$ cat src/hof_pkg.sv
`timescale 1ns / 1ps
// ----------------------------------------------------------------------------
// hof_pkg
// shared widths, constants, command/status types and key helpers for the
// outlier filter
// ----------------------------------------------------------------------------
package hof_pkg;

   localparam int SAMPLE_W       = 17;
   localparam int THR_W          = 12;
   localparam int KEY_W          = 18;
   localparam int SCALE_W        = 17;
   localparam int PROD1_W        = THR_W + SCALE_W;
   localparam int PROD2_W        = PROD1_W + KEY_W;
   localparam int LHS_SHIFT      = 24;
   localparam int WINDOW_DEFAULT = 7;

   localparam logic [THR_W-1:0]   THR_RESET = 12'd512;
   localparam logic [SCALE_W-1:0] SCALE_Q16 = 17'd97164;

   typedef struct packed {
      logic shift;
      logic load_samples;
      logic load_devs;
      logic search;
      logic take_med;
      logic take_mad;
      logic mul_scale;
      logic mul_mad;
      logic emit;
   } hof_cmd_type;

   typedef struct packed {
      logic hit;
   } hof_status_type;

   // order-preserving map of a signed sample onto an unsigned key
   function automatic logic [KEY_W-1:0] sample_to_key(input logic [SAMPLE_W-1:0] s);
      return {1'b0, ~s[SAMPLE_W-1], s[SAMPLE_W-2:0]};
   endfunction

   function automatic logic [SAMPLE_W-1:0] key_to_sample(input logic [KEY_W-1:0] k);
      return {~k[SAMPLE_W-1], k[SAMPLE_W-2:0]};
   endfunction

endpackage

$ cat src/hof_req_if.sv
`timescale 1ns / 1ps
// ----------------------------------------------------------------------------
// hof_req_if
// sample channel: valid/ready handshake with one signed sample
// ----------------------------------------------------------------------------
interface hof_req_if;
   logic                         valid;
   logic                         ready;
   logic [hof_pkg::SAMPLE_W-1:0] sample_in;

   modport source  (output valid, output sample_in, input ready);
   modport sink    (input valid, input sample_in, output ready);
   modport monitor (input valid, input sample_in, input ready);
endinterface

$ cat src/hof_rsp_if.sv
`timescale 1ns / 1ps
// ----------------------------------------------------------------------------
// hof_rsp_if
// result channel: valid/ready handshake with filtered sample and flag
// ----------------------------------------------------------------------------
interface hof_rsp_if;
   logic                         valid;
   logic                         ready;
   logic [hof_pkg::SAMPLE_W-1:0] sample_out;
   logic                         outlier;

   modport source  (output valid, output sample_out, output outlier, input ready);
   modport sink    (input valid, input sample_out, input outlier, output ready);
   modport monitor (input valid, input sample_out, input outlier, input ready);
endinterface

$ cat src/hampel_outlier_filter.sv
`timescale 1ns / 1ps
// ----------------------------------------------------------------------------
// hampel_outlier_filter
// windowed median / median-absolute-deviation outlier filter
// ----------------------------------------------------------------------------
//   channel  direction  payload                       handshake
//   req_if   in         sample_in[16:0] signed        valid/ready
//   rsp_if   out        sample_out[16:0] signed,      valid/ready
//                       outlier
//   csr      in         csr_wr_data[11:0] threshold   csr_wr_en strobe
//
// one transfer in, one transfer out; an item steps through shift, sample load,
// median search, deviation load, deviation-median search, threshold * scale,
// * mad and emit; each search probes 1..WINDOW candidates in the rank-select
// unit, one candidate per cycle
// reset clears the window to zero and sets the threshold to 2.0 (Q4.8 512)
// a finished result sits in the output register; the next sample is taken
// meanwhile, and a stalled output only holds the sequencer at its last step
// ----------------------------------------------------------------------------
module hampel_outlier_filter #(
   parameter int WINDOW = hof_pkg::WINDOW_DEFAULT
) (
   input  logic                      clock,
   input  logic                      reset,
   hof_req_if.sink                   req_if,
   hof_rsp_if.source                 rsp_if,
   input  logic                      csr_wr_en,
   input  logic [hof_pkg::THR_W-1:0] csr_wr_data
);

   hof_pkg::hof_cmd_type    cmd;
   hof_pkg::hof_status_type status;

   // sequencer: one state per step, search states repeat until a hit
   hof_ctrl u_ctrl (
      .clock     (clock),
      .reset     (reset),
      .req_valid (req_if.valid),
      .req_ready (req_if.ready),
      .rsp_valid (rsp_if.valid),
      .rsp_ready (rsp_if.ready),
      .status    (status),
      .cmd       (cmd)
   );

   // window, rank-select, multiplier and output payload register
   hof_datapath #(
      .WINDOW (WINDOW)
   ) u_datapath (
      .clock       (clock),
      .reset       (reset),
      .cmd         (cmd),
      .status      (status),
      .sample_in   (req_if.sample_in),
      .csr_wr_en   (csr_wr_en),
      .csr_wr_data (csr_wr_data),
      .sample_out  (rsp_if.sample_out),
      .outlier     (rsp_if.outlier)
   );

endmodule

$ cat src/hof_ctrl.sv
`timescale 1ns / 1ps
// ----------------------------------------------------------------------------
// hof_ctrl
// sequencer: window update, two rank searches, threshold multiply, result
// ----------------------------------------------------------------------------
module hof_ctrl (
   input  logic                    clock,
   input  logic                    reset,
   input  logic                    req_valid,
   output logic                    req_ready,
   output logic                    rsp_valid,
   input  logic                    rsp_ready,
   input  hof_pkg::hof_status_type status,
   output hof_pkg::hof_cmd_type    cmd
);

   localparam logic [2:0] S_IDLE  = 3'd0;
   localparam logic [2:0] S_LOAD1 = 3'd1;
   localparam logic [2:0] S_SRCH1 = 3'd2;
   localparam logic [2:0] S_LOAD2 = 3'd3;
   localparam logic [2:0] S_SRCH2 = 3'd4;
   localparam logic [2:0] S_MUL1  = 3'd5;
   localparam logic [2:0] S_MUL2  = 3'd6;
   localparam logic [2:0] S_EMIT  = 3'd7;

   logic [2:0] state_ff, state_in;
   logic       rsp_valid_ff, rsp_valid_in;
   logic       slot_free;

   assign slot_free = !rsp_valid_ff || rsp_ready;
   assign req_ready = (state_ff == S_IDLE);
   assign rsp_valid = rsp_valid_ff;

   always_comb begin
      state_in = state_ff;
      cmd      = '0;
      case (state_ff)
         S_IDLE: begin
            if (req_valid) begin
               cmd.shift = 1'b1;
               state_in  = S_LOAD1;
            end
         end
         S_LOAD1: begin
            cmd.load_samples = 1'b1;
            state_in         = S_SRCH1;
         end
         S_SRCH1: begin
            if (status.hit) begin
               cmd.take_med = 1'b1;
               state_in     = S_LOAD2;
            end else begin
               cmd.search = 1'b1;
            end
         end
         S_LOAD2: begin
            cmd.load_devs = 1'b1;
            state_in      = S_SRCH2;
         end
         S_SRCH2: begin
            if (status.hit) begin
               cmd.take_mad = 1'b1;
               state_in     = S_MUL1;
            end else begin
               cmd.search = 1'b1;
            end
         end
         S_MUL1: begin
            cmd.mul_scale = 1'b1;
            state_in      = S_MUL2;
         end
         S_MUL2: begin
            cmd.mul_mad = 1'b1;
            state_in    = S_EMIT;
         end
         S_EMIT: begin
            if (slot_free) begin
               cmd.emit = 1'b1;
               state_in = S_IDLE;
            end
         end
         default: begin
            state_in = S_IDLE;
         end
      endcase
   end

   always_comb begin
      rsp_valid_in = rsp_valid_ff;
      if (rsp_valid_ff && rsp_ready) begin
         rsp_valid_in = 1'b0;
      end
      if (cmd.emit) begin
         rsp_valid_in = 1'b1;
      end
   end

   always_ff @(posedge clock) begin
      if (reset) begin
         state_ff     <= S_IDLE;
         rsp_valid_ff <= 1'b0;
      end else begin
         state_ff     <= state_in;
         rsp_valid_ff <= rsp_valid_in;
      end
   end

endmodule

$ cat src/hof_datapath.sv
`timescale 1ns / 1ps
// ----------------------------------------------------------------------------
// hof_datapath
// sample window, shared rank-select unit, threshold multiplier and result
// register
// ----------------------------------------------------------------------------
module hof_datapath #(
   parameter int WINDOW = hof_pkg::WINDOW_DEFAULT
) (
   input  logic                         clock,
   input  logic                         reset,
   input  hof_pkg::hof_cmd_type         cmd,
   output hof_pkg::hof_status_type      status,
   input  logic [hof_pkg::SAMPLE_W-1:0] sample_in,
   input  logic                         csr_wr_en,
   input  logic [hof_pkg::THR_W-1:0]    csr_wr_data,
   output logic [hof_pkg::SAMPLE_W-1:0] sample_out,
   output logic                         outlier
);

   localparam int IDX_W = $clog2(WINDOW);
   localparam int CNT_W = $clog2(WINDOW + 1);
   localparam int HALF  = WINDOW / 2;
   localparam int SW    = hof_pkg::SAMPLE_W;
   localparam int KW    = hof_pkg::KEY_W;

   logic [SW-1:0]               window_ff [WINDOW];
   logic [KW-1:0]               keys_ff   [WINDOW];
   logic [IDX_W-1:0]            idx_ff;
   logic [SW-1:0]               med_ff;
   logic [KW-1:0]               mad_ff;
   logic [hof_pkg::THR_W-1:0]   thr_ff;
   logic [hof_pkg::PROD1_W-1:0] p1_ff;
   logic [hof_pkg::PROD2_W-1:0] p2_ff;
   logic [SW-1:0]               sample_out_ff;
   logic                        outlier_ff;

   logic [KW-1:0]               cand;
   logic [CNT_W-1:0]            lt_cnt, le_cnt;
   logic [KW-1:0]               dev_key [WINDOW];
   logic [hof_pkg::PROD2_W-1:0] lhs;
   logic                        pass;

   // threshold register
   always_ff @(posedge clock) begin
      if (reset) begin
         thr_ff <= hof_pkg::THR_RESET;
      end else if (csr_wr_en) begin
         thr_ff <= csr_wr_data;
      end
   end

   // sample window, oldest at index 0
   always_ff @(posedge clock) begin
      if (reset) begin
         for (int i = 0; i < WINDOW; i++) begin
            window_ff[i] <= '0;
         end
      end else if (cmd.shift) begin
         for (int i = 0; i < WINDOW - 1; i++) begin
            window_ff[i] <= window_ff[i+1];
         end
         window_ff[WINDOW-1] <= sample_in;
      end
   end

   // absolute deviation of every tap from the median
   always_comb begin
      logic signed [KW-1:0] diff;
      for (int i = 0; i < WINDOW; i++) begin
         diff = $signed({window_ff[i][SW-1], window_ff[i]})
              - $signed({med_ff[SW-1], med_ff});
         dev_key[i] = diff[KW-1] ? KW'(-diff) : KW'(diff);
      end
   end

   // rank test of one candidate against all keys
   assign cand = keys_ff[idx_ff];

   always_comb begin
      lt_cnt = '0;
      le_cnt = '0;
      for (int i = 0; i < WINDOW; i++) begin
         lt_cnt = lt_cnt + CNT_W'(keys_ff[i] <  cand);
         le_cnt = le_cnt + CNT_W'(keys_ff[i] <= cand);
      end
   end

   assign status.hit = (lt_cnt <= CNT_W'(HALF)) && (le_cnt > CNT_W'(HALF));

   always_ff @(posedge clock) begin
      if (cmd.load_samples) begin
         for (int i = 0; i < WINDOW; i++) begin
            keys_ff[i] <= hof_pkg::sample_to_key(window_ff[i]);
         end
      end else if (cmd.load_devs) begin
         for (int i = 0; i < WINDOW; i++) begin
            keys_ff[i] <= dev_key[i];
         end
      end
   end

   always_ff @(posedge clock) begin
      if (cmd.load_samples || cmd.load_devs) begin
         idx_ff <= '0;
      end else if (cmd.search) begin
         idx_ff <= (idx_ff == IDX_W'(WINDOW - 1)) ? '0 : idx_ff + 1'b1;
      end
   end

   always_ff @(posedge clock) begin
      if (cmd.take_med) begin
         med_ff <= hof_pkg::key_to_sample(cand);
      end
      if (cmd.take_mad) begin
         mad_ff <= cand;
      end
   end

   // threshold * scale, then * mad
   always_ff @(posedge clock) begin
      if (cmd.mul_scale) begin
         p1_ff <= hof_pkg::PROD1_W'(thr_ff) * hof_pkg::PROD1_W'(hof_pkg::SCALE_Q16);
      end
      if (cmd.mul_mad) begin
         p2_ff <= hof_pkg::PROD2_W'(p1_ff) * hof_pkg::PROD2_W'(mad_ff);
      end
   end

   // keys still hold the deviations; the center one sits at index HALF
   assign lhs  = hof_pkg::PROD2_W'({keys_ff[HALF], {hof_pkg::LHS_SHIFT{1'b0}}});
   assign pass = (lhs <= p2_ff);

   always_ff @(posedge clock) begin
      if (cmd.emit) begin
         sample_out_ff <= pass ? window_ff[HALF] : med_ff;
         outlier_ff    <= !pass;
      end
   end

   assign sample_out = sample_out_ff;
   assign outlier    = outlier_ff;

endmodule

$ cat src/flat_wrapper.sv
// flat-port wrapper written by rule: the top's interface ports become plain ports
module hampel_outlier_filter_flat 
#(
   parameter int WINDOW = hof_pkg::WINDOW_DEFAULT
)
  (clock, reset, csr_wr_en, csr_wr_data, req_if_valid, req_if_sample_in, req_if_ready, rsp_if_valid, rsp_if_sample_out, rsp_if_outlier, rsp_if_ready);
  hof_req_if req_if_i ();
  hof_rsp_if rsp_if_i ();
  input  logic clock;
  input  logic reset;
  input  logic csr_wr_en;
  input  logic [hof_pkg::THR_W-1:0] csr_wr_data;
  input wire logic [$bits(req_if_i.valid)-1:0] req_if_valid;
  input wire logic [$bits(req_if_i.sample_in)-1:0] req_if_sample_in;
  output wire logic [$bits(req_if_i.ready)-1:0] req_if_ready;
  output wire logic [$bits(rsp_if_i.valid)-1:0] rsp_if_valid;
  output wire logic [$bits(rsp_if_i.sample_out)-1:0] rsp_if_sample_out;
  output wire logic [$bits(rsp_if_i.outlier)-1:0] rsp_if_outlier;
  input wire logic [$bits(rsp_if_i.ready)-1:0] rsp_if_ready;
  assign req_if_i.valid = req_if_valid;
  assign req_if_i.sample_in = req_if_sample_in;
  assign req_if_ready = req_if_i.ready;
  assign rsp_if_valid = rsp_if_i.valid;
  assign rsp_if_sample_out = rsp_if_i.sample_out;
  assign rsp_if_outlier = rsp_if_i.outlier;
  assign rsp_if_i.ready = rsp_if_ready;
  hampel_outlier_filter #(.WINDOW(WINDOW)) u_core (.clock(clock), .reset(reset), .req_if(req_if_i), .rsp_if(rsp_if_i), .csr_wr_en(csr_wr_en), .csr_wr_data(csr_wr_data));
endmodule
$ cat config.mk
export PLATFORM = sky130hd
export DESIGN_NAME = hampel_outlier_filter_flat
export DESIGN_NICKNAME = d
export VERILOG_FILES = /design/src/hof_pkg.sv /design/src/hof_req_if.sv /design/src/hof_rsp_if.sv /design/src/hampel_outlier_filter.sv /design/src/hof_ctrl.sv /design/src/hof_datapath.sv /design/src/flat_wrapper.sv
export SDC_FILE = /design/constraint.sdc
export NUM_CORES = 2
export LEC_CHECK = 0
export ABC_CLOCK_PERIOD_IN_PS = 19050
export BUFFER_PORTS_ARGS = -buffer_cell sky130_fd_sc_hd__buf_2
export CORE_ASPECT_RATIO = 0.9
export CORE_MARGIN = 5
export CORE_UTILIZATION = 60
export DETAILED_ROUTE_END_ITERATION = 10
export PLACE_DENSITY = 0.86
export SETUP_SLACK_MARGIN = 0.4
export SYNTH_ARGS = -nofsm -noshare
export SYNTH_HDL_FRONTEND = slang
export SYNTH_SLANG_ARGS = --single-unit
$ cat constraint.sdc
create_clock -name clock -period 19.05 [get_ports clock]
set_input_delay 3.81 -clock clock [delete_from_list [all_inputs] [get_ports clock]]
set_output_delay 3.81 -clock clock [all_outputs]
set_load 0.01 [all_outputs]
==> impl_metrics.json <==
{
  "status": "completed",
  "synth_area_um2": 45600,
  "seq_area_frac_synth_pct": 25.3,
  "viasPerCell": 6.11,
  "die-height_um": 272,
  "sequentialPowerShare_pct": 19.0,
  "synth_fp_nets": 5704,
  "setup_viol": 0,
  "power_switching_mw": 4.19,
  "yosysWarnings": 0,
  "async_flop_share_pct": 0,
  "worst_slew_pin_slew_ps": 1230,
  "hpwl_um": 96600,
  "required_ps": 19480,
  "first_pass_iters": 6,
  "multi_input_area_um2": 30900,
  "switching_share_pct": 49.6,
  "drtAntennaViolNets": 0,
  "wl_per_cell_um": 21.7,
  "ir_drop_mv": 0.185,
  "fin_ws_ps": 10920,
  "cp_max_fo": 27,
  "arrival_ps": 8560,
  "critical_path_class": "flop to flop",
  "syn2layout_area_growth_pct": 6.20,
  "antenna_found_initial": 5,
  "route.detailed.drc": 0,
  "drive_gt1_share_pct": 5.88,
  "max_freq_mhz": 123,
  "slew_violations": 0,
  "synth.avg_cell_area_um2": 9.67,
  "core_area_um2": 75800,
  "clockRootBuffer": "clkbuf_16",
  "power.leakage_nw": 22.3,
  "first_iter_violations": 3771,
  "postPlaceCellArea_um2": 46900,
  "vias": 35174,
  "yosys.cell_count.top_type": "inv_1",
  "tns_ps": 0,
  "post-cts-setup-buffer-count": 0,
  "cts_tree": "built",
  "track_usage_pct": 30.4,
  "clk_latency_ps": 640,
  "synthCells": 4721,
  "rsz0062_at_grt": "false",
  "comb_power_share_pct": 69.9,
  "slowest_delay_ps": 1170,
  "p_int_mw": 4.25,
  "ys_types": 99,
  "num_rows": 96,
  "hold_class": "flop to flop",
  "power_per_cell_area_nw_per_um2": 174,
  "cts_resized": 0,
  "end_kind": "flop",
  "yosysTopAreaCell": "edfxtp_1",
  "grt_pass1_vias": 35408,
  "ioPinCount": 54,
  "grt_pass1_wl_um": 195000,
  "clkSlewWorstSetupHoldPaths_ps": 60,
  "finalWirelength_um": 125000,
  "cts_buffers": 47,
  "ys_top_cells_by_count": "inv_1 (701), nand2_1 (535), fa_1 (478)",
  "grt_overflow_total": 0,
  "synth_ff_type": "edfxtp_1",
  "fillCellCount": 5770,
  "cap_violations": 0,
  "grt_max_degree": 102,
  "place_ws_ps": 11140,
  "yosys_register_bits": 392,
  "clk_path_buf_depth": 3,
  "gp_congestion": 0.998,
  "hold_viol_final": 0,
  "post-route-min-period_ps": 8130,
  "io_buffers": 53,
  "synth_area_leaders": "edfxtp_1 (24%), fa_1 (21%), ha_1 (13%), inv_1 (5.8%), nand2_1 (4.4%)",
  "hold_buffers": 0,
  "fin_util_pct": 63.9,
  "slew-limit-headroom_pct": 18.1,
  "cp_common_cell": "fa_1",
  "cp-start-kind": "flop",
  "start_util_pct": 60.2,
  "period_share_pct": 42.7,
  "die_w_um": 301,
  "nNetsFinal": 5678,
  "pwr-share-clk_pct": 11.1,
  "htreeDepth": 2,
  "numClockSinks": 392,
  "hold_ws_ps": 568,
  "synth_top_area_share_pct": 24.3,
  "finalInstanceArea_um2": 48500,
  "synth_edf_count": 370,
  "worst_path_max_delay_cell": "edfxtp_1",
  "crit_path_cell_trace": "nand2_1 -> fa_1 -> inv_1 -> fa_1 -> fa_1 -> fa_1 -> fa_1 -> inv_1 -> fa_1 -> inv_1 -> ha_1 -> a211oi_1 -> nand2_1 -> nor3_1 -> nand3_1 -> a2111oi_1 -> nor3_1 -> a2111oi_0 -> nor2_1 -> o311ai_1",
  "die-area_um2": 81700,
  "num_antenna_cells": 0,
  "fin_skew_ps": 54.7,
  "seqCellArea_um2": 11600
}
==> flip-flops by register name, indices dropped and copies added (netlist names), named ones only <==
signal,flops
u_core.u_ctrl.rsp_valid,1
u_core.u_ctrl.state_ff,3
u_core.u_datapath.idx_ff,3
u_core.u_datapath.keys_ff,126
u_core.u_datapath.mad_ff,18
u_core.u_datapath.med_ff,17
u_core.u_datapath.outlier,1
u_core.u_datapath.p1_ff,27
u_core.u_datapath.p2_ff,45
u_core.u_datapath.sample_out,17
u_core.u_datapath.thr_ff,12
u_core.u_datapath.window_ff,119
==> area by class of cell <==
cell class / count / share of cell area (%)
multi-input cells: 3462 / 63.7
flip-flops and latches: 392 / 23.8
inverters: 703 / 5.45
well taps: 1029 / 2.66
clock buffers: 48 / 2.43
repair buffers: 89 / 1.11
clock inverters: 36 / 0.847
==> logic make-up (layout without fill, tap and decap cells) <==
group	Yosys count	count (layout)	share of synthesized area, %
multiplexers	84	84	2.40
flip-flops	392	392	25.3
adder cells (fa/ha/maj)	949	949	33.9
AO/OA/AOI/OAI	765	765	11.0
AND/OR/NAND/NOR	1420	1420	15.5
XOR/XNOR	244	244	4.70
buffers and inverters	867	876	7.16
==> placed cells by master (no fill, tap or decap), drive strengths merged, types with 35 or more instances in the layout <==
cell,Yosys,layout
inv,702,705
nand2,535,535
fa,478,478
ha,471,471
edfxtp,370,370
and2,320,320
o21ai,223,223
a21oi,181,181
nor2,181,181
xnor2,141,141
xor2,103,103
a21o,96,96
buf,14,89
nor3,70,70
nor2b,60,60
nand3,55,55
clkbuf,150,48
o21a,44,44
mux2i,41,41
nand2b,35,35
==> worst max-delay path, delay by kind of cell (launching register included) <==
family	cells	cell delay, ps
AND/OR/NAND/NOR	6	1130
AO/OA/AOI/OAI	4	2070
flip-flops	1	1170
buffers and inverters	3	150
adder cells (fa/ha/maj)	7	3390
==> final timing paths <==
kind	slack, ps	cells past startpoint	end	from
setup / recovery	10920	20	u_core.u_datapath.p2_ff[43]	u_core.u_datapath.mad_ff[9]
hold / removal	570	2	flop	u_core.u_datapath.idx_ff[2]
setup reg to reg	10920	20	u_core.u_datapath.p2_ff[43]	u_core.u_datapath.mad_ff[9]
hold reg to reg	570	2	flop	u_core.u_datapath.idx_ff[2]
==> routing by layer <==
layer  vias up  share of wire (%)  wire length (um)  GRT usage (%)
li1      15761                  -                 -              -
met1     17011                 39             48100           41.7
met2      2012                 44             55000           47.3
met3       382                 13             16200           8.01
met4         8                4.4              5540           10.9
met5         -              0.034                43              0
==> power groups by stage <==
stage          sequential (mW)  combinational, mW  clock (mW)
5_1_grt                   1.60               6.56       0.976
2_1_floorplan             1.46               4.37           0
3_3_place_gp              1.59               5.55           0
3_5_place_dp              1.59               5.75           0
4_1_cts                   1.58               5.80       0.937
6_report                  1.60               5.90       0.935
==> metrics by stage <==
stage	total power, mW	cells
floorplan	5.83	4721
CTS	8.32	5759
detailed placement	7.34	5675
finish	8.44	5759
global route	9.13	5759
global placement	7.14	5675
Note: power is estimated with default switching activity, not from simulation.
